==> src/aavr_div_cell.sv <==
`default_nettype none

// one quotient bit of a restoring divider
module aavr_div_cell #(
    parameter int DIV_WIDTH  = 33,
    parameter int QUOT_WIDTH = 31
) (
    input  wire logic                  aclk,
    input  wire logic                  en,
    input  wire logic [DIV_WIDTH:0]    trial_in,
    input  wire logic [DIV_WIDTH-1:0]  d_in,
    input  wire logic [QUOT_WIDTH-1:0] q_in,
    output logic      [DIV_WIDTH-1:0]  rem_out,
    output logic      [DIV_WIDTH-1:0]  d_out,
    output logic      [QUOT_WIDTH-1:0] q_out
);

    logic [DIV_WIDTH-1:0]  rem_reg;
    logic [DIV_WIDTH-1:0]  d_reg;
    logic [QUOT_WIDTH-1:0] q_reg;
    logic [DIV_WIDTH:0]    diff;
    logic                  take;

    always_comb begin
        diff = trial_in - {1'b0, d_in};
        take = (trial_in >= {1'b0, d_in});
    end

    always_ff @(posedge aclk) begin
        if (en) begin
            rem_reg <= take ? diff[DIV_WIDTH-1:0] : trial_in[DIV_WIDTH-1:0];
            d_reg   <= d_in;
            q_reg   <= {q_in[QUOT_WIDTH-2:0], take};
        end
    end

    assign rem_out = rem_reg;
    assign d_out   = d_reg;
    assign q_out   = q_reg;

endmodule

`default_nettype wire

==> config.mk <==
export PLATFORM = sky130hd
export DESIGN_NAME = aavr_div_cell
export DESIGN_NICKNAME = d
export VERILOG_FILES = /design/src/aavr_div_cell.sv
export SDC_FILE = /design/constraint.sdc
export NUM_CORES = 1
export LEC_CHECK = 0
export ABC_CLOCK_PERIOD_IN_PS = 4450
export BUFFER_PORTS_ARGS = -buffer_cell sky130_fd_sc_hd__buf_2
export CAP_MARGIN = 5
export CORE_ASPECT_RATIO = 1.75
export CORE_MARGIN = 5
export CORE_UTILIZATION = 45
export CTS_BUF_LIST = sky130_fd_sc_hd__clkbuf_4
export CTS_CLUSTER_DIAMETER = 30
export DETAILED_ROUTE_END_ITERATION = 7
export GPL_TIMING_DRIVEN = 0
export PLACE_DENSITY_LB_ADDON = 0.05
export SKIP_LAST_GASP = 1
export SYNTH_ARGS = -nofsm -noshare
export SYNTH_HDL_FRONTEND = slang
export SYNTH_SLANG_ARGS = --single-unit
==> constraint.sdc <==
create_clock -name aclk -period 4.45 [get_ports aclk]
set_input_delay 0.2225 -clock aclk [delete_from_list [all_inputs] [get_ports aclk]]
set_output_delay 0.2225 -clock aclk [all_outputs]
set_load 0.01 [all_outputs]
==> metrics.md <==
| Metric | Value |
|---|---|
| Status | complete, no violations |
| Effective utilization at floorplan | a little under half |
| Maximum vdd drop | 157 µV |
| Per-instance average area after synthesis | around 11 µm² |
| Final worst hold slack | between 0.04 and 0.05 ns |
| Clock root buffer | clkbuf_4 |
| Most used routing layer | met2 |
| Number of instances in the synthesized netlist | roughly 460 |
| Relative max-transition margin | between 60% and 70% |
| Max-cap violations | 0 |
| Arrival time at the worst endpoint | ~3.6 ns |
| Top achievable clock speed | ~300 MHz |
| DR vias | around 4500 |
| RSZ-0062 raised after global routing | no |
| Area of all placed cells without fillers | 7270 µm² |
| Bufs on Longest Clock Path | 2 |
| Peak per-stage delay on the critical path | 0.54 ns |
| Count of final setup violators | 0 |
| Leftover overflow at the end of global routing | 0 |
| Final slew viol count | 0 |
| Relative contribution of the clock network to total power | a little over a fifth |
| Leakage power summed over all cells | about 3.2 nW |
| Via count of the first global-routing pass | 4819 |
| Classification of the worst setup path | in2reg |
| Sequential area share after synthesis | between 50% and 60% |
| Worst hold path type | in2reg |
| Worst Path Required | around 4.7 ns |
| TritonCTS clock tree | done |
| Met3 routing resource usage after global routing | 3.72% |
| NetSw | ~0.7 mW |
| DP Wirelength | ~11000 µm |
| GR met1 Demand/Resource | a little over a fifth |
| Most frequent standard cell in the layout excluding fill and tap cells | buf_2 |
| Endpoint class of the critical path | flop |
| Netlist area before placement | between 5000 and 6000 µm² |
| Fraction of met2 tracks used by global routing | about two fifths |
| Leading cell types in the layout, fill and taps excluded | buf_2, edfxtp_1, dlygate4sd3_1 |
| Critical path launch point type | input pin |
| Number of nets in the synthesized netlist | just under 600 |
| Placed Instance Area | 6490 µm² |
| Cell area power density | ~320 nW/µm² |
| Hold violation count in the final report | 0 |
| Post-Route Setup TNS | 0 ns |
| Shortest period the worst path allows | about 3.4 ns |
| Fraction of layout instances using a drive strength above 1 | approximately 33% |
| Number of flip-flops and latches in the synthesized netlist | 97 |
| Number of port buffers | around 200 |
| Switching share of power | between 30% and 40% |
| Ratio of final minimum period to clock period | between 70% and 80% |
| Total number of placement rows | 52 |
| Share of power burned in combinational logic | between 20% and 30% |
| Nets | around 870 |
| Area growth from synthesis to layout | 36.8% |
| Antenna violations before repair | 1 |
| Warnings from Yosys | 0 |
| Placeable core region | about 12000 µm² |
| Top_reg_cell synth | edfxtp_1 |
| Pre-antenna DRT Iters | 4 |
| Average wire per cell in the routed design | 16.8 µm |
| Number of violations reported at the end of detailed-routing iteration 0 | 129 |
| Ys async rst share | 0% |
| H-Tree Level Count | 3 |
| Seq pwr share | ~50% |
| RD Place Congestion | approximately 0.86 |
| Resize count post-CTS | 0 |
| Die boundary width | 92.2 µm |
| Cells along the critical path | dlygate4sd3_1 -> buf_2 -> ha_1 -> inv_1 -> fa_1 -> a21o_1 -> a221o_2 -> a211oi_1 -> o21ai_0 -> a21oi_1 -> o311ai_0 -> xnor2_1 -> o21ai_0 |
| Total wirelength of the detailed-routed design | 14700 µm |
| Area of the die | 14200 µm² |
| Cell seen most often among critical-path stages | o21ai_0 |
| DIE HEIGHT | around 150 µm |
| Via density | about 5.2 |
| Internal | 1.59 mW |
| Antenna violation net count after detailed routing | 0 |
| Total routing resource utilization after global routing | 21.0% |
| Cell variety after synth | slightly above 50 |
| Count of fill cells added during filler insertion | 964 |
| Clock input transition at the sequential cells of the worst setup and hold paths | 0.16 ns |
| EDFF count, synth | 97 |
| Pin count of the biggest net entering global routing | between 50 and 60 |
| Critical-path maximum fanout | 4 |
| TritonCTS buffer count | 9 |
| Cell with the largest stage delay on the worst path | dlygate4sd3_1 |
| CTS sink cnt | 97 |
| Slew at the pin closest to its max-slew limit | 0.529 ns |
| Drc violations | 0 |
| Ports placed on the boundary | between 150 and 200 |
| Wire length of the first global-routing pass | ~24000 µm |
[synthesized netlist by cell type, types with 6 or more instances]
master    count  area share [%]
edfxtp_1     97              55
nand2_1      58             4.1
inv_1        43             3.0
a21oi_1      34             3.2
ha_1         33             7.8
o21ai_0      26             2.4
o21ai_2      18             3.0
xnor2_1      16             2.6
nor2_1       15             1.1
xor2_1       12             2.0
a21o_1       10             1.4
clkbuf_1      8            0.56
nand3_1       8            0.75
o21bai_1      8             1.1
and3_1        7            0.82
buf_6         6             1.3
[critical path: cells and delay by family]
| family | cells | cell delay, ns |
|---|---|---|
| buffers and inverters | 3 | 0.71 |
| xor gates and xnor gates | 1 | 0.18 |
| adders and majority gates | 2 | 0.55 |
| AOI/OAI and AO/OA | 7 | 1.91 |
[cell families after synthesis]
| family | count (synthesis) | share of synthesized area, % |
|---|---|---|
| buf+inv | 58 | 4.96 |
| compound gates | 136 | 18.0 |
| simple gates | 109 | 9.20 |
| mux | 1 | 0.282 |
| fa+ha+maj | 34 | 8.14 |
| xor+xnor | 28 | 4.61 |
| flops | 97 | 54.8 |
[timing repair]
action,4_1_cts,5_1_grt
endpoints found under the hold margin,63,0
buffers inserted,0,0
hold buffers,63,0
[per-layer routing]
layer | vias up | part of all wire (%)
met5 | - | 0
met4 | 0 | 3.0
met3 | 36 | 5.7
met2 | 150 | 55
met1 | 2088 | 36
li1 | 2242 | -
[path summary, 6_finish.rpt]
path	slack, ns	depth (start not counted)	to	startpoint
setup / recovery	1.09	13	rem_out[32]	d_in[0]
hold / removal	0.05	3	rem_out[0]	trial_in[0]
[layout make-up]
type                            count  area, µm²  area share [%]
Sequential cell                    97       2910            40.0
Multi-Input combinational cell    308       2140            29.4
Timing Repair Buffer              259       1640            22.5
Tap cell                          135        169            2.32
Inverter                           43        161            2.22
Buffer                             15        103            1.41
Clock buffer                       10       75.1            1.03
Clock inverter                      6       73.8            1.01
Antenna cell                        1       2.50          0.0344
[stage by stage]
stage          utilization [%]  std cells  setup slack (ns)  power (mW)
2_1_floorplan                -        463              1.66        1.53
3_3_place_gp              55.8        793              1.09        1.76
3_5_place_dp              56.1        794              1.09        1.77
4_1_cts                   62.8        873              1.10        2.32
5_1_grt                   62.8        874             0.998        2.43
6_report                  62.8        874              1.09        2.29
[flip-flops by register name, summed over array words and instances, names as in the netlist]
name / count
d_out: 33
rem_out: 33
q_out: 31
[power by group through the flow]
stage	Sequential, mW	Combinational [mW]	Clock (mW)
6_report	1.14	0.648	0.501
5_1_grt	1.15	0.713	0.565
4_1_cts	1.14	0.655	0.523
3_5_place_dp	1.16	0.608	0
3_3_place_gp	1.16	0.598	0
2_1_floorplan	1.22	0.306	0
Note: power is estimated with default switching activity, not from simulation.
