--- src/aavr_sqrt_cell.sv ---
`default_nettype none

// one root bit of a restoring integer square root
module aavr_sqrt_cell #(
    parameter int ROOT_WIDTH = 33,
    parameter int BIT_POS    = 0
) (
    input  wire logic                    aclk,
    input  wire logic                    en,
    input  wire logic [2*ROOT_WIDTH-1:0] v_in,
    input  wire logic [ROOT_WIDTH+1:0]   rem_in,
    input  wire logic [ROOT_WIDTH-1:0]   root_in,
    output logic      [2*ROOT_WIDTH-1:0] v_out,
    output logic      [ROOT_WIDTH+1:0]   rem_out,
    output logic      [ROOT_WIDTH-1:0]   root_out
);

    logic [2*ROOT_WIDTH-1:0] v_reg;
    logic [ROOT_WIDTH+1:0]   rem_reg;
    logic [ROOT_WIDTH-1:0]   root_reg;
    logic [ROOT_WIDTH+3:0]   rem_sh;
    logic [ROOT_WIDTH+3:0]   trial;
    logic [ROOT_WIDTH+3:0]   diff;
    logic                    take;

    // bring down the next two radicand bits and try root*4+1
    always_comb begin
        rem_sh = {rem_in, v_in[2*BIT_POS+1 -: 2]};
        trial  = {2'b00, root_in, 2'b01};
        diff   = rem_sh - trial;
        take   = (rem_sh >= trial);
    end

    always_ff @(posedge aclk) begin
        if (en) begin
            v_reg    <= v_in;
            rem_reg  <= take ? diff[ROOT_WIDTH+1:0] : rem_sh[ROOT_WIDTH+1:0];
            root_reg <= {root_in[ROOT_WIDTH-2:0], take};
        end
    end

    assign v_out    = v_reg;
    assign rem_out  = rem_reg;
    assign root_out = root_reg;

endmodule

`default_nettype wire

--- config.mk ---
export PLATFORM = sky130hd
export DESIGN_NAME = aavr_sqrt_cell
export DESIGN_NICKNAME = d
export VERILOG_FILES = /design/src/aavr_sqrt_cell.sv
export SDC_FILE = /design/constraint.sdc
export NUM_CORES = 1
export LEC_CHECK = 0
export BUFFER_PORTS_ARGS = -buffer_cell sky130_fd_sc_hd__buf_2
export CELL_PAD_IN_SITES_DETAIL_PLACEMENT = 0
export CELL_PAD_IN_SITES_GLOBAL_PLACEMENT = 1
export CORE_UTILIZATION = 30
export CTS_CLUSTER_DIAMETER = 100
export CTS_CLUSTER_SIZE = 16
export DETAILED_ROUTE_END_ITERATION = 10
export HOLD_SLACK_MARGIN = 0.08
export MAX_ROUTING_LAYER = met4
export PLACE_DENSITY_LB_ADDON = 0.1
export SLEW_MARGIN = 20
export SYNTH_ARGS = -nofsm -noshare
export SYNTH_HDL_FRONTEND = slang
export SYNTH_SLANG_ARGS = --single-unit
--- constraint.sdc ---
create_clock -name aclk -period 5.55 [get_ports aclk]
set_clock_uncertainty 0.15 [all_clocks]
set_input_delay 0.2775 -clock aclk [delete_from_list [all_inputs] [get_ports aclk]]
set_output_delay 0.2775 -clock aclk [all_outputs]
set_load 0.01 [all_outputs]
==> run_summary.xml, run 1 <==
<?xml version="1.0" encoding="UTF-8"?>
<metrics>
  <group name="run_status">
    <metric name="run_status" unit="">finished, final reports clean</metric>
  </group>
  <group name="pwr">
    <metric name="p_leak" unit="nW">4.550</metric>
    <metric name="p_per_area" unit="nW/um^2">300.7</metric>
    <metric name="peakVddDrop" unit="mV">0.1937</metric>
  </group>
  <group name="flow_run">
    <metric name="maxCapViolations" unit="">0</metric>
  </group>
  <group name="detailed_routing">
    <metric name="route.detailed.vias_per_inst" unit="">4.549</metric>
    <metric name="route.final.wire_length" unit="um">19490</metric>
    <metric name="drt-wirelength-per-cell" unit="um">16.47</metric>
    <metric name="route.detailed.drc" unit="">0</metric>
    <metric name="first_pass_iters" unit="">4</metric>
    <metric name="detailroute.via_count" unit="">5382</metric>
    <metric name="detail_route.iter0.violations" unit="">194</metric>
    <metric name="ant_nets" unit="">0</metric>
  </group>
  <group name="die">
    <metric name="chipHeight" unit="um">151.1</metric>
    <metric name="rows" unit="">54</metric>
    <metric name="placeableCoreArea" unit="sq um">21820</metric>
    <metric name="pin_count" unit="">270</metric>
    <metric name="die_w" unit="um">151.1</metric>
    <metric name="start_util" unit="%">30.55</metric>
    <metric name="die_footprint" unit="sq um">22830</metric>
  </group>
  <group name="placement">
    <metric name="post-place-ws" unit="ps">1512</metric>
    <metric name="dp.final_hpwl" unit="um">14410</metric>
    <metric name="placement.io_buffers" unit="">269</metric>
    <metric name="place_congestion" unit="">0.7534</metric>
    <metric name="dpl.cell_count" unit="">1022</metric>
  </group>
  <group name="cts">
    <metric name="cts.clk_slew.worst_paths" unit="ps">60</metric>
    <metric name="cts_root_buffer" unit="">sky130_fd_sc_hd__clkbuf_16</metric>
    <metric name="numClockSinks" unit="">134</metric>
    <metric name="cts-buffers-inserted" unit="">17</metric>
    <metric name="tritoncts" unit="">yes</metric>
    <metric name="cts_htree_levels" unit="">4</metric>
    <metric name="max-clock-path-buffers" unit="">2</metric>
  </group>
  <group name="sta">
    <metric name="slew_headroom" unit="%">46.99</metric>
    <metric name="final_max_slew_viol_count" unit="">0</metric>
    <metric name="post-route-min-period" unit="ps">4095</metric>
    <metric name="final_setup_viols" unit="">0</metric>
    <metric name="finalWorstSetupSlack" unit="ps">1455</metric>
    <metric name="timing.fmax" unit="MHz">244.2</metric>
    <metric name="post-route-period-util" unit="%">73.79</metric>
    <metric name="finalSetupTns" unit="ps">0</metric>
    <metric name="worst_pin_slew" unit="ps">788.5</metric>
    <metric name="setup_repair_after_global_routing_missed_its_margin" unit="">no</metric>
    <metric name="report.final.hold_viol_count" unit="">0</metric>
  </group>
  <group name="yosys">
    <metric name="synth_top_cells_by_area" unit="">sky130_fd_sc_hd__edfxtp_1 60%, sky130_fd_sc_hd__ha_1 6.6%, sky130_fd_sc_hd__mux2_4 5.6%</metric>
    <metric name="synth_flop_cell" unit="">sky130_fd_sc_hd__edfxtp_1</metric>
    <metric name="ys_types" unit="">55</metric>
    <metric name="ys.warnings.count" unit="">0</metric>
    <metric name="netlist_instances" unit="">487</metric>
    <metric name="synth_top_area_share" unit="%">60.35</metric>
    <metric name="synth-async-reset-ratio" unit="%">0</metric>
    <metric name="synthesis.area_per_instance" unit="sq um">13.69</metric>
    <metric name="synth.largest_area_cell" unit="">sky130_fd_sc_hd__edfxtp_1</metric>
    <metric name="synth.ff_latch_count" unit="">134</metric>
    <metric name="synth_net_count" unit="">658</metric>
    <metric name="synth_sequential_area_ratio" unit="%">60.35</metric>
    <metric name="synth_edf_count" unit="">134</metric>
    <metric name="synth_area" unit="sq um">6668</metric>
  </group>
  <group name="global_routing">
    <metric name="global_route_wire_length_before_repair" unit="um">29260</metric>
    <metric name="antenna_found_initial" unit="">1</metric>
    <metric name="maximum_number_of_pins_on_one_net_before_global_route_repair" unit="">80</metric>
    <metric name="first_global_vias" unit="">5502</metric>
    <metric name="grt.total_usage" unit="%">17.53</metric>
    <metric name="grt_overflow" unit="">0</metric>
  </group>
  <group name="critical_path">
    <metric name="arrival" unit="ps">4110</metric>
    <metric name="critical_path.startpoint_type" unit="">input pin</metric>
    <metric name="crit_path_end_kind" unit="">flip-flop</metric>
    <metric name="worst-setup-path-type" unit="">in2reg</metric>
    <metric name="critical_path_required" unit="ps">5570</metric>
    <metric name="path_max_fanout" unit="">24</metric>
  </group>
  <group name="final_layout">
    <metric name="synthToLayoutAreaGrowth" unit="%">51.60</metric>
    <metric name="drive_above_1_share" unit="%">38.25</metric>
    <metric name="multi_input_comb_area" unit="sq um">2372</metric>
    <metric name="instances_no_fill" unit="">1183</metric>
    <metric name="fillCellCount" unit="">2035</metric>
    <metric name="sequential_cell_area" unit="sq um">4024</metric>
    <metric name="utilization" unit="%">46.32</metric>
    <metric name="fin_nets" unit="">1060</metric>
  </group>
  <group name="hold_path">
    <metric name="worst_hold_path_type" unit="">in2reg</metric>
  </group>
</metrics>
[area by class of cell]
type / instances / share of cell area, %
flip-flops and latches: 134 / 39.81
repair buffers: 399 / 26.20
multi-input cells: 296 / 23.47
clock buffers: 17 / 4.208
well taps: 280 / 3.466
inverters: 41 / 1.522
clock inverters: 15 / 1.300
diodes: 1 / 0.02476
[metal layers]
metal | vias to the layer above | part of all wire [%] | global-route usage (%)
met4 | 0 | 0.97 | 5.050
met5 | - | 0 | -
met3 | 18 | 6.5 | 3.916
met2 | 192 | 48 | 28.51
met1 | 2540 | 45 | 21.81
li1 | 2632 | - | -
[critical path, stage by stage]
cell and delay, ps:
sky130_fd_sc_hd__dlygate4sd3_1 540, sky130_fd_sc_hd__buf_2 140, sky130_fd_sc_hd__ha_1 440, sky130_fd_sc_hd__and3_1 240, sky130_fd_sc_hd__nand4_1 160, sky130_fd_sc_hd__nor4_1 550, sky130_fd_sc_hd__a21o_1 250, sky130_fd_sc_hd__or2_2 140
sky130_fd_sc_hd__o211a_2 470, sky130_fd_sc_hd__buf_4 500, sky130_fd_sc_hd__mux2_2 390
[worst paths after layout]
check | from | end | slack, ps | depth (start not counted)
hold / removal | rem_in[11] | rem_out[13]$_DFFE_PP_ | 130 | 3
setup / recovery | rem_in[24] | rem_out[2]$_DFFE_PP_ | 1450 | 11
[cell usage after synthesis (4+ instances only)]
master	n
sky130_fd_sc_hd__a21o_1	26
sky130_fd_sc_hd__a21oi_1	30
sky130_fd_sc_hd__and3_1	4
sky130_fd_sc_hd__clkbuf_1	10
sky130_fd_sc_hd__edfxtp_1	134
sky130_fd_sc_hd__ha_1	35
sky130_fd_sc_hd__inv_1	41
sky130_fd_sc_hd__mux2_2	6
sky130_fd_sc_hd__mux2_4	25
sky130_fd_sc_hd__nand2_1	25
sky130_fd_sc_hd__nand3_1	9
sky130_fd_sc_hd__nand4_1	8
sky130_fd_sc_hd__nor2_1	22
sky130_fd_sc_hd__nor2b_1	4
sky130_fd_sc_hd__o21ai_0	12
sky130_fd_sc_hd__o221ai_1	4
sky130_fd_sc_hd__xnor2_1	19
sky130_fd_sc_hd__xor2_1	14
[flip-flops by register name, summed over array words and instances (netlist names)]
| signal | flops |
|---|---|
| root_out | 33 |
| rem_out | 35 |
| v_out | 66 |
[cells in the final DEF (no fill, tap or decap), types with 3 or more instances in the layout]
| master | netlist | layout |
|---|---|---|
| sky130_fd_sc_hd__a21o_1 | 26 | 26 |
| sky130_fd_sc_hd__a21oi_1 | 30 | 30 |
| sky130_fd_sc_hd__a31o_2 | 3 | 3 |
| sky130_fd_sc_hd__and3_1 | 4 | 4 |
| sky130_fd_sc_hd__buf_2 | 1 | 268 |
| sky130_fd_sc_hd__clkbuf_16 | 0 | 17 |
| sky130_fd_sc_hd__dlygate4sd3_1 | 0 | 128 |
| sky130_fd_sc_hd__edfxtp_1 | 134 | 134 |
| sky130_fd_sc_hd__ha_1 | 35 | 35 |
| sky130_fd_sc_hd__inv_1 | 41 | 41 |
| sky130_fd_sc_hd__inv_6 | 0 | 7 |
| sky130_fd_sc_hd__inv_8 | 0 | 3 |
| sky130_fd_sc_hd__mux2_2 | 6 | 6 |
| sky130_fd_sc_hd__mux2_4 | 25 | 25 |
| sky130_fd_sc_hd__mux2i_1 | 3 | 3 |
| sky130_fd_sc_hd__nand2_1 | 25 | 25 |
| sky130_fd_sc_hd__nand3_1 | 9 | 9 |
| sky130_fd_sc_hd__nand4_1 | 8 | 8 |
| sky130_fd_sc_hd__nor2_1 | 22 | 22 |
| sky130_fd_sc_hd__nor2b_1 | 4 | 4 |
| sky130_fd_sc_hd__o21a_1 | 3 | 3 |
| sky130_fd_sc_hd__o21ai_0 | 12 | 12 |
| sky130_fd_sc_hd__o21bai_1 | 3 | 3 |
| sky130_fd_sc_hd__o221ai_1 | 4 | 4 |
| sky130_fd_sc_hd__xnor2_1 | 19 | 19 |
| sky130_fd_sc_hd__xor2_1 | 14 | 14 |
[cell families (layout without fill, tap and decap cells)]
group	count (synthesis)	in the layout	synth area share (%)
XOR/XNOR	33	33	4.335
AO/OA/AOI/OAI	107	107	11.22
AND/OR/NAND/NOR	87	87	6.361
adder cells (fa/ha/maj)	35	35	6.568
multiplexers	34	34	7.093
other	0	1	0
flip-flops	134	134	60.35
buffers and inverters	57	472	4.072
[where the power goes]
| group | internal (mW) | total, mW | switching [mW] | leakage (nW) |
|---|---|---|---|---|
| Sequential | 1.24 | 1.27 | 0.0250 | 1.31 |
| Clock | 0.591 | 1.10 | 0.507 | 0.269 |
| Combinational | 0.338 | 0.674 | 0.336 | 2.97 |
| Total | 2.17 | 3.04 | 0.868 | 4.55 |
[stage by stage]
stage                     area, sq um  hold slack, ps  power, mW
after floorplan                  6668           226.4      1.657
after global placement           8268           303.3      1.896
after detailed placement         8268           305.8      1.900
after CTS                       10110           110.0      3.088
after global routing            10110           118.5      3.193
final                           10110           128.0      3.039
[timing repair]
item,in CTS,in global routing
hold buffers,128,0
endpoints found under the hold margin,128,0
setup buffers,0,0
gates resized for setup,0,0
Note: power is estimated with default switching activity, not from simulation.
==> run 2, diff against run 1 <==
==> constraint.sdc (replaced) <==
create_clock -name aclk -period 3.5 [get_ports aclk]
set_clock_uncertainty 0.15 [all_clocks]
set_input_delay 0.175 -clock aclk [delete_from_list [all_inputs] [get_ports aclk]]
set_output_delay 0.175 -clock aclk [all_outputs]
set_load 0.01 [all_outputs]
==> run 2 against run 1 <==
Effect of this change: non-clock buffer count rose by 10; final cell count rose by 0.76%; design area rose by 1.2%.
==> run_summary.xml, run 2 (synthesized netlist as in run 1, its figures left out) <==
<?xml version="1.0" encoding="UTF-8"?>
<metrics>
  <group name="critical_path">
    <metric name="path_max_fanout" unit="">19</metric>
    <metric name="critical_path_required" unit="ps">3510</metric>
    <metric name="crit_path_end_kind" unit="">flip-flop</metric>
    <metric name="critical_path.startpoint_type" unit="">input pin</metric>
    <metric name="worst-setup-path-type" unit="">in2reg</metric>
    <metric name="arrival" unit="ps">3330</metric>
  </group>
  <group name="global_routing">
    <metric name="antenna_found_initial" unit="">0</metric>
    <metric name="gr_layer_usage_met1" unit="%">21.48</metric>
    <metric name="grt_overflow" unit="">0</metric>
    <metric name="global_route.usage.met3" unit="%">3.343</metric>
    <metric name="maximum_number_of_pins_on_one_net_before_global_route_repair" unit="">76</metric>
    <metric name="grt_use_met2" unit="%">29.11</metric>
    <metric name="grt.total_usage" unit="%">17.49</metric>
    <metric name="global_route_wire_length_before_repair" unit="um">29260</metric>
    <metric name="grt.busiest_layer" unit="">met2</metric>
    <metric name="first_global_vias" unit="">5507</metric>
  </group>
  <group name="placement">
    <metric name="dpl.cell_count" unit="">1029</metric>
    <metric name="post-place-ws" unit="ps">213.7</metric>
    <metric name="placement.io_buffers" unit="">269</metric>
    <metric name="dp.final_hpwl" unit="um">14550</metric>
    <metric name="place_congestion" unit="">0.7838</metric>
    <metric name="placedInstanceArea" unit="sq um">8346</metric>
  </group>
  <group name="pwr">
    <metric name="seq_pwr_share" unit="%">41.6</metric>
    <metric name="switching_share" unit="%">28.46</metric>
    <metric name="power_switching" unit="mW">1.376</metric>
    <metric name="power_frac_clock" unit="%">35.8</metric>
    <metric name="peakVddDrop" unit="mV">0.2877</metric>
    <metric name="p_leak" unit="nW">4.613</metric>
    <metric name="p_per_area" unit="nW/um^2">472.9</metric>
    <metric name="combPwrFrac" unit="%">22.6</metric>
    <metric name="internal_power" unit="mW">3.460</metric>
    <metric name="pwr_total" unit="mW">4.836</metric>
  </group>
  <group name="final_layout">
    <metric name="mostFrequentLayoutCell" unit="">sky130_fd_sc_hd__buf_2</metric>
    <metric name="instances_no_fill" unit="">1192</metric>
    <metric name="antennaDiodeCount" unit="">0</metric>
    <metric name="synthToLayoutAreaGrowth" unit="%">53.37</metric>
    <metric name="largest_register_ff_count" unit="">66</metric>
    <metric name="fin_nets" unit="">1070</metric>
    <metric name="drive_above_1_share" unit="%">38.71</metric>
    <metric name="utilization" unit="%">46.86</metric>
    <metric name="mostFrequentLayoutCells" unit="">268 x sky130_fd_sc_hd__buf_2, 134 x sky130_fd_sc_hd__edfxtp_1, 131 x sky130_fd_sc_hd__dlygate4sd3_1</metric>
    <metric name="finish.instance_area" unit="sq um">10230</metric>
  </group>
  <group name="detailed_routing">
    <metric name="detailroute.via_count" unit="">5404</metric>
    <metric name="detail_route.iter0.violations" unit="">132</metric>
    <metric name="drt-wirelength-per-cell" unit="um">16.40</metric>
    <metric name="route.detailed.vias_per_inst" unit="">4.534</metric>
    <metric name="route.final.wire_length" unit="um">19550</metric>
    <metric name="ant_nets" unit="">0</metric>
    <metric name="route.detailed.drc" unit="">0</metric>
    <metric name="first_pass_iters" unit="">4</metric>
  </group>
  <group name="die">
    <metric name="start_util" unit="%">30.55</metric>
    <metric name="pin_count" unit="">270</metric>
    <metric name="chipHeight" unit="um">151.1</metric>
    <metric name="placeableCoreArea" unit="sq um">21820</metric>
    <metric name="rows" unit="">54</metric>
    <metric name="die_footprint" unit="sq um">22830</metric>
    <metric name="die_w" unit="um">151.1</metric>
  </group>
  <group name="flow_run">
    <metric name="maxCapViolations" unit="">0</metric>
  </group>
  <group name="hold_path">
    <metric name="number_of_stages_on_the_worst_hold_path" unit="">1</metric>
    <metric name="worst_hold_path_type" unit="">in2reg</metric>
  </group>
  <group name="run_status">
    <metric name="run_status" unit="">finished, final reports clean</metric>
  </group>
  <group name="sta">
    <metric name="finalSetupTns" unit="ps">0</metric>
    <metric name="setup_repair_after_global_routing_missed_its_margin" unit="">no</metric>
    <metric name="final_setup_viols" unit="">0</metric>
    <metric name="post-route-min-period" unit="ps">3313</metric>
    <metric name="final_max_slew_viol_count" unit="">0</metric>
    <metric name="report.final.hold_viol_count" unit="">0</metric>
    <metric name="timing.fmax" unit="MHz">301.8</metric>
    <metric name="worst_pin_slew" unit="ps">720.1</metric>
    <metric name="slew_headroom" unit="%">51.99</metric>
    <metric name="timing.hold.ws" unit="ps">147.1</metric>
    <metric name="finalWorstSetupSlack" unit="ps">186.7</metric>
    <metric name="post-route-period-util" unit="%">94.66</metric>
  </group>
  <group name="cts">
    <metric name="cts_root_buffer" unit="">sky130_fd_sc_hd__clkbuf_16</metric>
    <metric name="tritoncts" unit="">yes</metric>
    <metric name="cts.clk_slew.worst_paths" unit="ps">70</metric>
    <metric name="numClockSinks" unit="">134</metric>
    <metric name="max-clock-path-buffers" unit="">2</metric>
    <metric name="post-cts-setup-buffer-count" unit="">0</metric>
    <metric name="cts_htree_levels" unit="">4</metric>
    <metric name="cts-buffers-inserted" unit="">17</metric>
  </group>
</metrics>
-- run 2: power groups by stage --
stage | Sequential, mW | Combinational (mW) | Clock [mW]
floorplan | 2.14 | 0.486 | 0
global placement | 2.04 | 0.977 | 0
detailed placement | 2.05 | 0.986 | 0
CTS | 2.01 | 1.11 | 1.79
global route | 2.03 | 1.20 | 1.84
finish | 2.01 | 1.09 | 1.73
-- run 2: final timing paths --
path	start	end	slack (ps)
max	rem_in[3]	rem_out[19]$_DFFE_PP_	190
min	en	rem_out[31]$_DFFE_PP_	150
-- run 2: per-layer routing --
metal	share of wire, %	vias up
met2	48	186
met1	45	2544
li1	-	2657
met5	0	-
met4	1.1	0
met3	5.8	17
-- run 2: timing repair --
action                                  CTS  global route
hold endpoints to repair                133             0
hold buffers                            131             0
endpoints found under the setup margin    0            30
resized for setup                         0             1
-- run 2: layout make-up --
type                    instances  area (sq um)
flip-flops and latches        134          4024
fillers                      2064         11600
clock inverters                15         137.6
well taps                     280         350.3
inverters                      41         153.9
repair buffers                409          2756
multi-input cells             296          2379
clock buffers                  17         425.4
-- run 2: critical path, stage by stage --
cell,delay (ps)
sky130_fd_sc_hd__dlygate4sd3_1,530
sky130_fd_sc_hd__buf_2,130
sky130_fd_sc_hd__ha_1,370
sky130_fd_sc_hd__o21a_1,220
sky130_fd_sc_hd__o211ai_2,170
sky130_fd_sc_hd__a311oi_2,80
sky130_fd_sc_hd__nor4_2,460
sky130_fd_sc_hd__a2111oi_2,150
sky130_fd_sc_hd__o21a_2,250
sky130_fd_sc_hd__o211a_2,310
sky130_fd_sc_hd__buf_12,190
sky130_fd_sc_hd__mux2_4,310
==> run 3, diff against run 2 <==
--- a/config.mk
+++ b/config.mk
@@ -5,6 +5,7 @@
 export SDC_FILE = /design/constraint.sdc
 export NUM_CORES = 1
 export LEC_CHECK = 0
+export ABC_AREA = 1
 export BUFFER_PORTS_ARGS = -buffer_cell sky130_fd_sc_hd__buf_2
 export CELL_PAD_IN_SITES_DETAIL_PLACEMENT = 0
 export CELL_PAD_IN_SITES_GLOBAL_PLACEMENT = 1
@@ -12,9 +13,8 @@
 export CTS_CLUSTER_DIAMETER = 100
 export CTS_CLUSTER_SIZE = 16
 export DETAILED_ROUTE_END_ITERATION = 10
-export HOLD_SLACK_MARGIN = 0.08
 export MAX_ROUTING_LAYER = met4
-export PLACE_DENSITY_LB_ADDON = 0.1
+export PLACE_DENSITY = 0.67
 export SLEW_MARGIN = 20
 export SYNTH_ARGS = -nofsm -noshare
 export SYNTH_HDL_FRONTEND = slang
==> run 3 against run 2 <==
Effect of this change: synthesized area up 13%; fmax is 18% higher; via count increased by 25%; wire length grew 26%; design area rose by 8.7%; setup slack better by 500 ps; critical endpoint is now rem_out[21]$_DFFE_PP_.
==> run_summary.xml, run 3 <==
<?xml version="1.0" encoding="UTF-8"?>
<metrics>
  <group name="sta">
    <metric name="final_setup_viols" unit="">0</metric>
    <metric name="slew_headroom" unit="%">52.81</metric>
    <metric name="report.final.hold_viol_count" unit="">0</metric>
    <metric name="worst_pin_slew" unit="ps">707.9</metric>
    <metric name="post-route-period-util" unit="%">80.33</metric>
    <metric name="timing.hold.ws" unit="ps">130.8</metric>
    <metric name="post-route-min-period" unit="ps">2812</metric>
    <metric name="timing.fmax" unit="MHz">355.7</metric>
    <metric name="finalWorstSetupSlack" unit="ps">688.3</metric>
    <metric name="finalSetupTns" unit="ps">0</metric>
    <metric name="final_max_slew_viol_count" unit="">0</metric>
    <metric name="setup_repair_after_global_routing_missed_its_margin" unit="">no</metric>
  </group>
  <group name="die">
    <metric name="placeableCoreArea" unit="sq um">24530</metric>
    <metric name="rows" unit="">57</metric>
    <metric name="die_footprint" unit="sq um">25830</metric>
    <metric name="start_util" unit="%">30.81</metric>
    <metric name="die_w" unit="um">160.7</metric>
    <metric name="chipHeight" unit="um">160.7</metric>
    <metric name="pin_count" unit="">270</metric>
  </group>
  <group name="pwr">
    <metric name="pwr_total" unit="mW">4.831</metric>
    <metric name="peakVddDrop" unit="mV">0.3930</metric>
    <metric name="power_switching" unit="mW">1.491</metric>
    <metric name="p_leak" unit="nW">5.351</metric>
    <metric name="power_frac_clock" unit="%">36.5</metric>
    <metric name="seq_pwr_share" unit="%">41.3</metric>
    <metric name="internal_power" unit="mW">3.340</metric>
    <metric name="combPwrFrac" unit="%">22.2</metric>
    <metric name="p_per_area" unit="nW/um^2">434.7</metric>
    <metric name="switching_share" unit="%">30.86</metric>
  </group>
  <group name="critical_path">
    <metric name="arrival" unit="ps">2970</metric>
    <metric name="cpLargestDelayFamily" unit="">simple AND/OR/NAND/NOR gates</metric>
    <metric name="crit_path_end_kind" unit="">flip-flop</metric>
    <metric name="crit_cells" unit="">14</metric>
    <metric name="cp_slowest_cell" unit="">sky130_fd_sc_hd__dlygate4sd3_1</metric>
    <metric name="delay_contributed_by_the_slowest_stage_of_the_critical_path" unit="ps">580</metric>
    <metric name="path_max_fanout" unit="">34</metric>
    <metric name="critical_path.startpoint_type" unit="">input pin</metric>
    <metric name="worst-setup-path-type" unit="">in2reg</metric>
    <metric name="critical_path_required" unit="ps">3660</metric>
    <metric name="crit_path_frequent_cell" unit="">sky130_fd_sc_hd__nand2_1</metric>
    <metric name="critical_path_buf_inv_count" unit="">3</metric>
    <metric name="critical_path.cell_chain" unit="">dlygate4sd3_1 -&gt; buf_2 -&gt; ha_1 -&gt; nand2_1 -&gt; inv_2 -&gt; nand2_1 -&gt; nand2_1 -&gt; a21oi_2 -&gt; nor2_1 -&gt; nor2_2 -&gt; nand2_2 -&gt; nand2_4 -&gt; nand3_1 -&gt; nand2_1</metric>
  </group>
  <group name="final_layout">
    <metric name="synthToLayoutAreaGrowth" unit="%">47.03</metric>
    <metric name="drive_above_1_share" unit="%">30.33</metric>
    <metric name="mostFrequentLayoutCells" unit="">268 x sky130_fd_sc_hd__buf_2, 259 x sky130_fd_sc_hd__nand2_1, 134 x sky130_fd_sc_hd__edfxtp_1</metric>
    <metric name="largest_register_ff_count" unit="">66</metric>
    <metric name="mostFrequentLayoutCell" unit="">sky130_fd_sc_hd__buf_2</metric>
    <metric name="fin_nets" unit="">1388</metric>
    <metric name="instances_no_fill" unit="">1554</metric>
    <metric name="utilization" unit="%">45.30</metric>
    <metric name="antennaDiodeCount" unit="">0</metric>
    <metric name="finish.instance_area" unit="sq um">11110</metric>
  </group>
  <group name="cts">
    <metric name="max-clock-path-buffers" unit="">2</metric>
    <metric name="cts_root_buffer" unit="">sky130_fd_sc_hd__clkbuf_16</metric>
    <metric name="tritoncts" unit="">yes</metric>
    <metric name="cts_htree_levels" unit="">4</metric>
    <metric name="numClockSinks" unit="">134</metric>
    <metric name="cts.clk_slew.worst_paths" unit="ps">80</metric>
    <metric name="ctsResizeCount" unit="">0</metric>
    <metric name="cts-buffers-inserted" unit="">17</metric>
  </group>
  <group name="run_status">
    <metric name="run_status" unit="">finished, final reports clean</metric>
  </group>
  <group name="hold_path">
    <metric name="timing.hold.worst_endpoint" unit="">v_out[34]$_DFFE_PP_</metric>
    <metric name="worst_hold_path_type" unit="">in2reg</metric>
    <metric name="worstHoldStart" unit="">en</metric>
    <metric name="number_of_stages_on_the_worst_hold_path" unit="">1</metric>
  </group>
  <group name="yosys">
    <metric name="ys_top_cells_by_count" unit="">259 x sky130_fd_sc_hd__nand2_1, 134 x sky130_fd_sc_hd__edfxtp_1, 125 x sky130_fd_sc_hd__inv_1, 53 x sky130_fd_sc_hd__nor2_1, 41 x sky130_fd_sc_hd__nand3_2</metric>
    <metric name="synth_top_cells_by_area" unit="">sky130_fd_sc_hd__edfxtp_1 53%, sky130_fd_sc_hd__nand2_1 13%, sky130_fd_sc_hd__inv_1 6.2%</metric>
    <metric name="synth_flop_cell" unit="">sky130_fd_sc_hd__edfxtp_1</metric>
    <metric name="synth_area" unit="sq um">7558</metric>
    <metric name="synth_net_count" unit="">976</metric>
    <metric name="synthesis.area_per_instance" unit="sq um">9.389</metric>
    <metric name="ys.warnings.count" unit="">0</metric>
    <metric name="ys_types" unit="">32</metric>
    <metric name="synth-async-reset-ratio" unit="%">0</metric>
    <metric name="synth.ff_latch_count" unit="">134</metric>
    <metric name="synth.largest_area_cell" unit="">sky130_fd_sc_hd__edfxtp_1</metric>
    <metric name="synth_sequential_area_ratio" unit="%">53.24</metric>
    <metric name="netlist_instances" unit="">805</metric>
    <metric name="synth_edf_count" unit="">134</metric>
    <metric name="synth.most_common_cell" unit="">sky130_fd_sc_hd__nand2_1</metric>
    <metric name="synth_top_area_share" unit="%">53.24</metric>
  </group>
  <group name="global_routing">
    <metric name="global_route_wire_length_before_repair" unit="um">37960</metric>
    <metric name="antenna_found_initial" unit="">0</metric>
    <metric name="grt.total_usage" unit="%">19.87</metric>
    <metric name="grt_overflow" unit="">0</metric>
    <metric name="first_global_vias" unit="">6896</metric>
    <metric name="maximum_number_of_pins_on_one_net_before_global_route_repair" unit="">72</metric>
  </group>
  <group name="detailed_routing">
    <metric name="first_pass_iters" unit="">5</metric>
    <metric name="detail_route.iter0.violations" unit="">399</metric>
    <metric name="route.detailed.vias_per_inst" unit="">4.346</metric>
    <metric name="drt-wirelength-per-cell" unit="um">15.83</metric>
    <metric name="detailroute.via_count" unit="">6753</metric>
    <metric name="route.detailed.drc" unit="">0</metric>
    <metric name="ant_nets" unit="">0</metric>
    <metric name="route.final.wire_length" unit="um">24600</metric>
  </group>
  <group name="placement">
    <metric name="placement.io_buffers" unit="">269</metric>
    <metric name="place_congestion" unit="">0.8830</metric>
    <metric name="dpl.cell_count" unit="">1391</metric>
    <metric name="dp.final_hpwl" unit="um">18360</metric>
    <metric name="post-place-ws" unit="ps">756.0</metric>
    <metric name="placedInstanceArea" unit="sq um">9236</metric>
  </group>
  <group name="flow_run">
    <metric name="maxCapViolations" unit="">0</metric>
  </group>
</metrics>
[run 3: cell types whose count changed in the layout (fill, tap and decap cells not counted), moves of 8 or more]
cell	before	now
sky130_fd_sc_hd__a21o_1	26	1
sky130_fd_sc_hd__inv_1	41	125
sky130_fd_sc_hd__mux2_4	25	0
sky130_fd_sc_hd__nand2_1	25	259
sky130_fd_sc_hd__nand2_2	0	9
sky130_fd_sc_hd__nand3_1	9	39
sky130_fd_sc_hd__nand3_2	0	41
sky130_fd_sc_hd__nand3b_1	0	8
sky130_fd_sc_hd__nor2_1	22	53
sky130_fd_sc_hd__nor2_2	0	8
sky130_fd_sc_hd__xnor2_1	19	1
[run 3: power groups by stage]
stage	clock, mW	combinational, mW	sequential (mW)
6_report	1.76	1.07	2.00
5_1_grt	1.88	1.20	2.01
4_1_cts	1.80	1.09	2.00
3_5_place_dp	0	0.962	2.03
3_3_place_gp	0	0.962	2.03
2_1_floorplan	0	0.452	2.12
[run 3: worst max-delay path by stage]
stage                       endpoint         from  slack (ps)
3_3_place_gp    rem_out[1]$_DFFE_PP_   root_in[3]         670
6_report       rem_out[21]$_DFFE_PP_   rem_in[14]         690
2_1_floorplan  rem_out[26]$_DFFE_PP_  root_in[14]        1540
5_1_grt        rem_out[21]$_DFFE_PP_   rem_in[13]         460
4_1_cts        rem_out[21]$_DFFE_PP_   rem_in[14]         630
3_5_place_dp    rem_out[1]$_DFFE_PP_   root_in[3]         760
[run 3: cell families after synthesis]
| kind of cell | count (synthesis) | share of synthesized area, % |
|---|---|---|
| compound gates | 41 | 3.112 |
| xor+xnor | 17 | 1.970 |
| fa+ha+maj | 35 | 5.794 |
| buf+inv | 140 | 7.995 |
| flops | 134 | 53.24 |
| simple gates | 438 | 27.89 |
[run 3: layout make-up]
class	count	area, sq um
fillers	2420	13420
clock inverters	15	136.4
clock buffers	17	425.4
flip-flops and latches	134	4024
repair buffers	403	2699
well taps	324	405.4
multi-input cells	531	2935
inverters	130	488.0
[run 3: what timing repair did]
item	4_1_cts	5_1_grt
hold endpoints to repair	132	0
setup buffers	0	0
hold buffers	131	0
[run 3: per-layer routing]
| layer | wire (um) | up-vias | global-route usage (%) |
|---|---|---|---|
| met5 | 0 | - | - |
| met4 | 268 | 0 | 4.074 |
| met3 | 1160 | 14 | 3.642 |
| met2 | 12000 | 213 | 33.92 |
| met1 | 11180 | 3071 | 24.50 |
| li1 | - | 3455 | - |
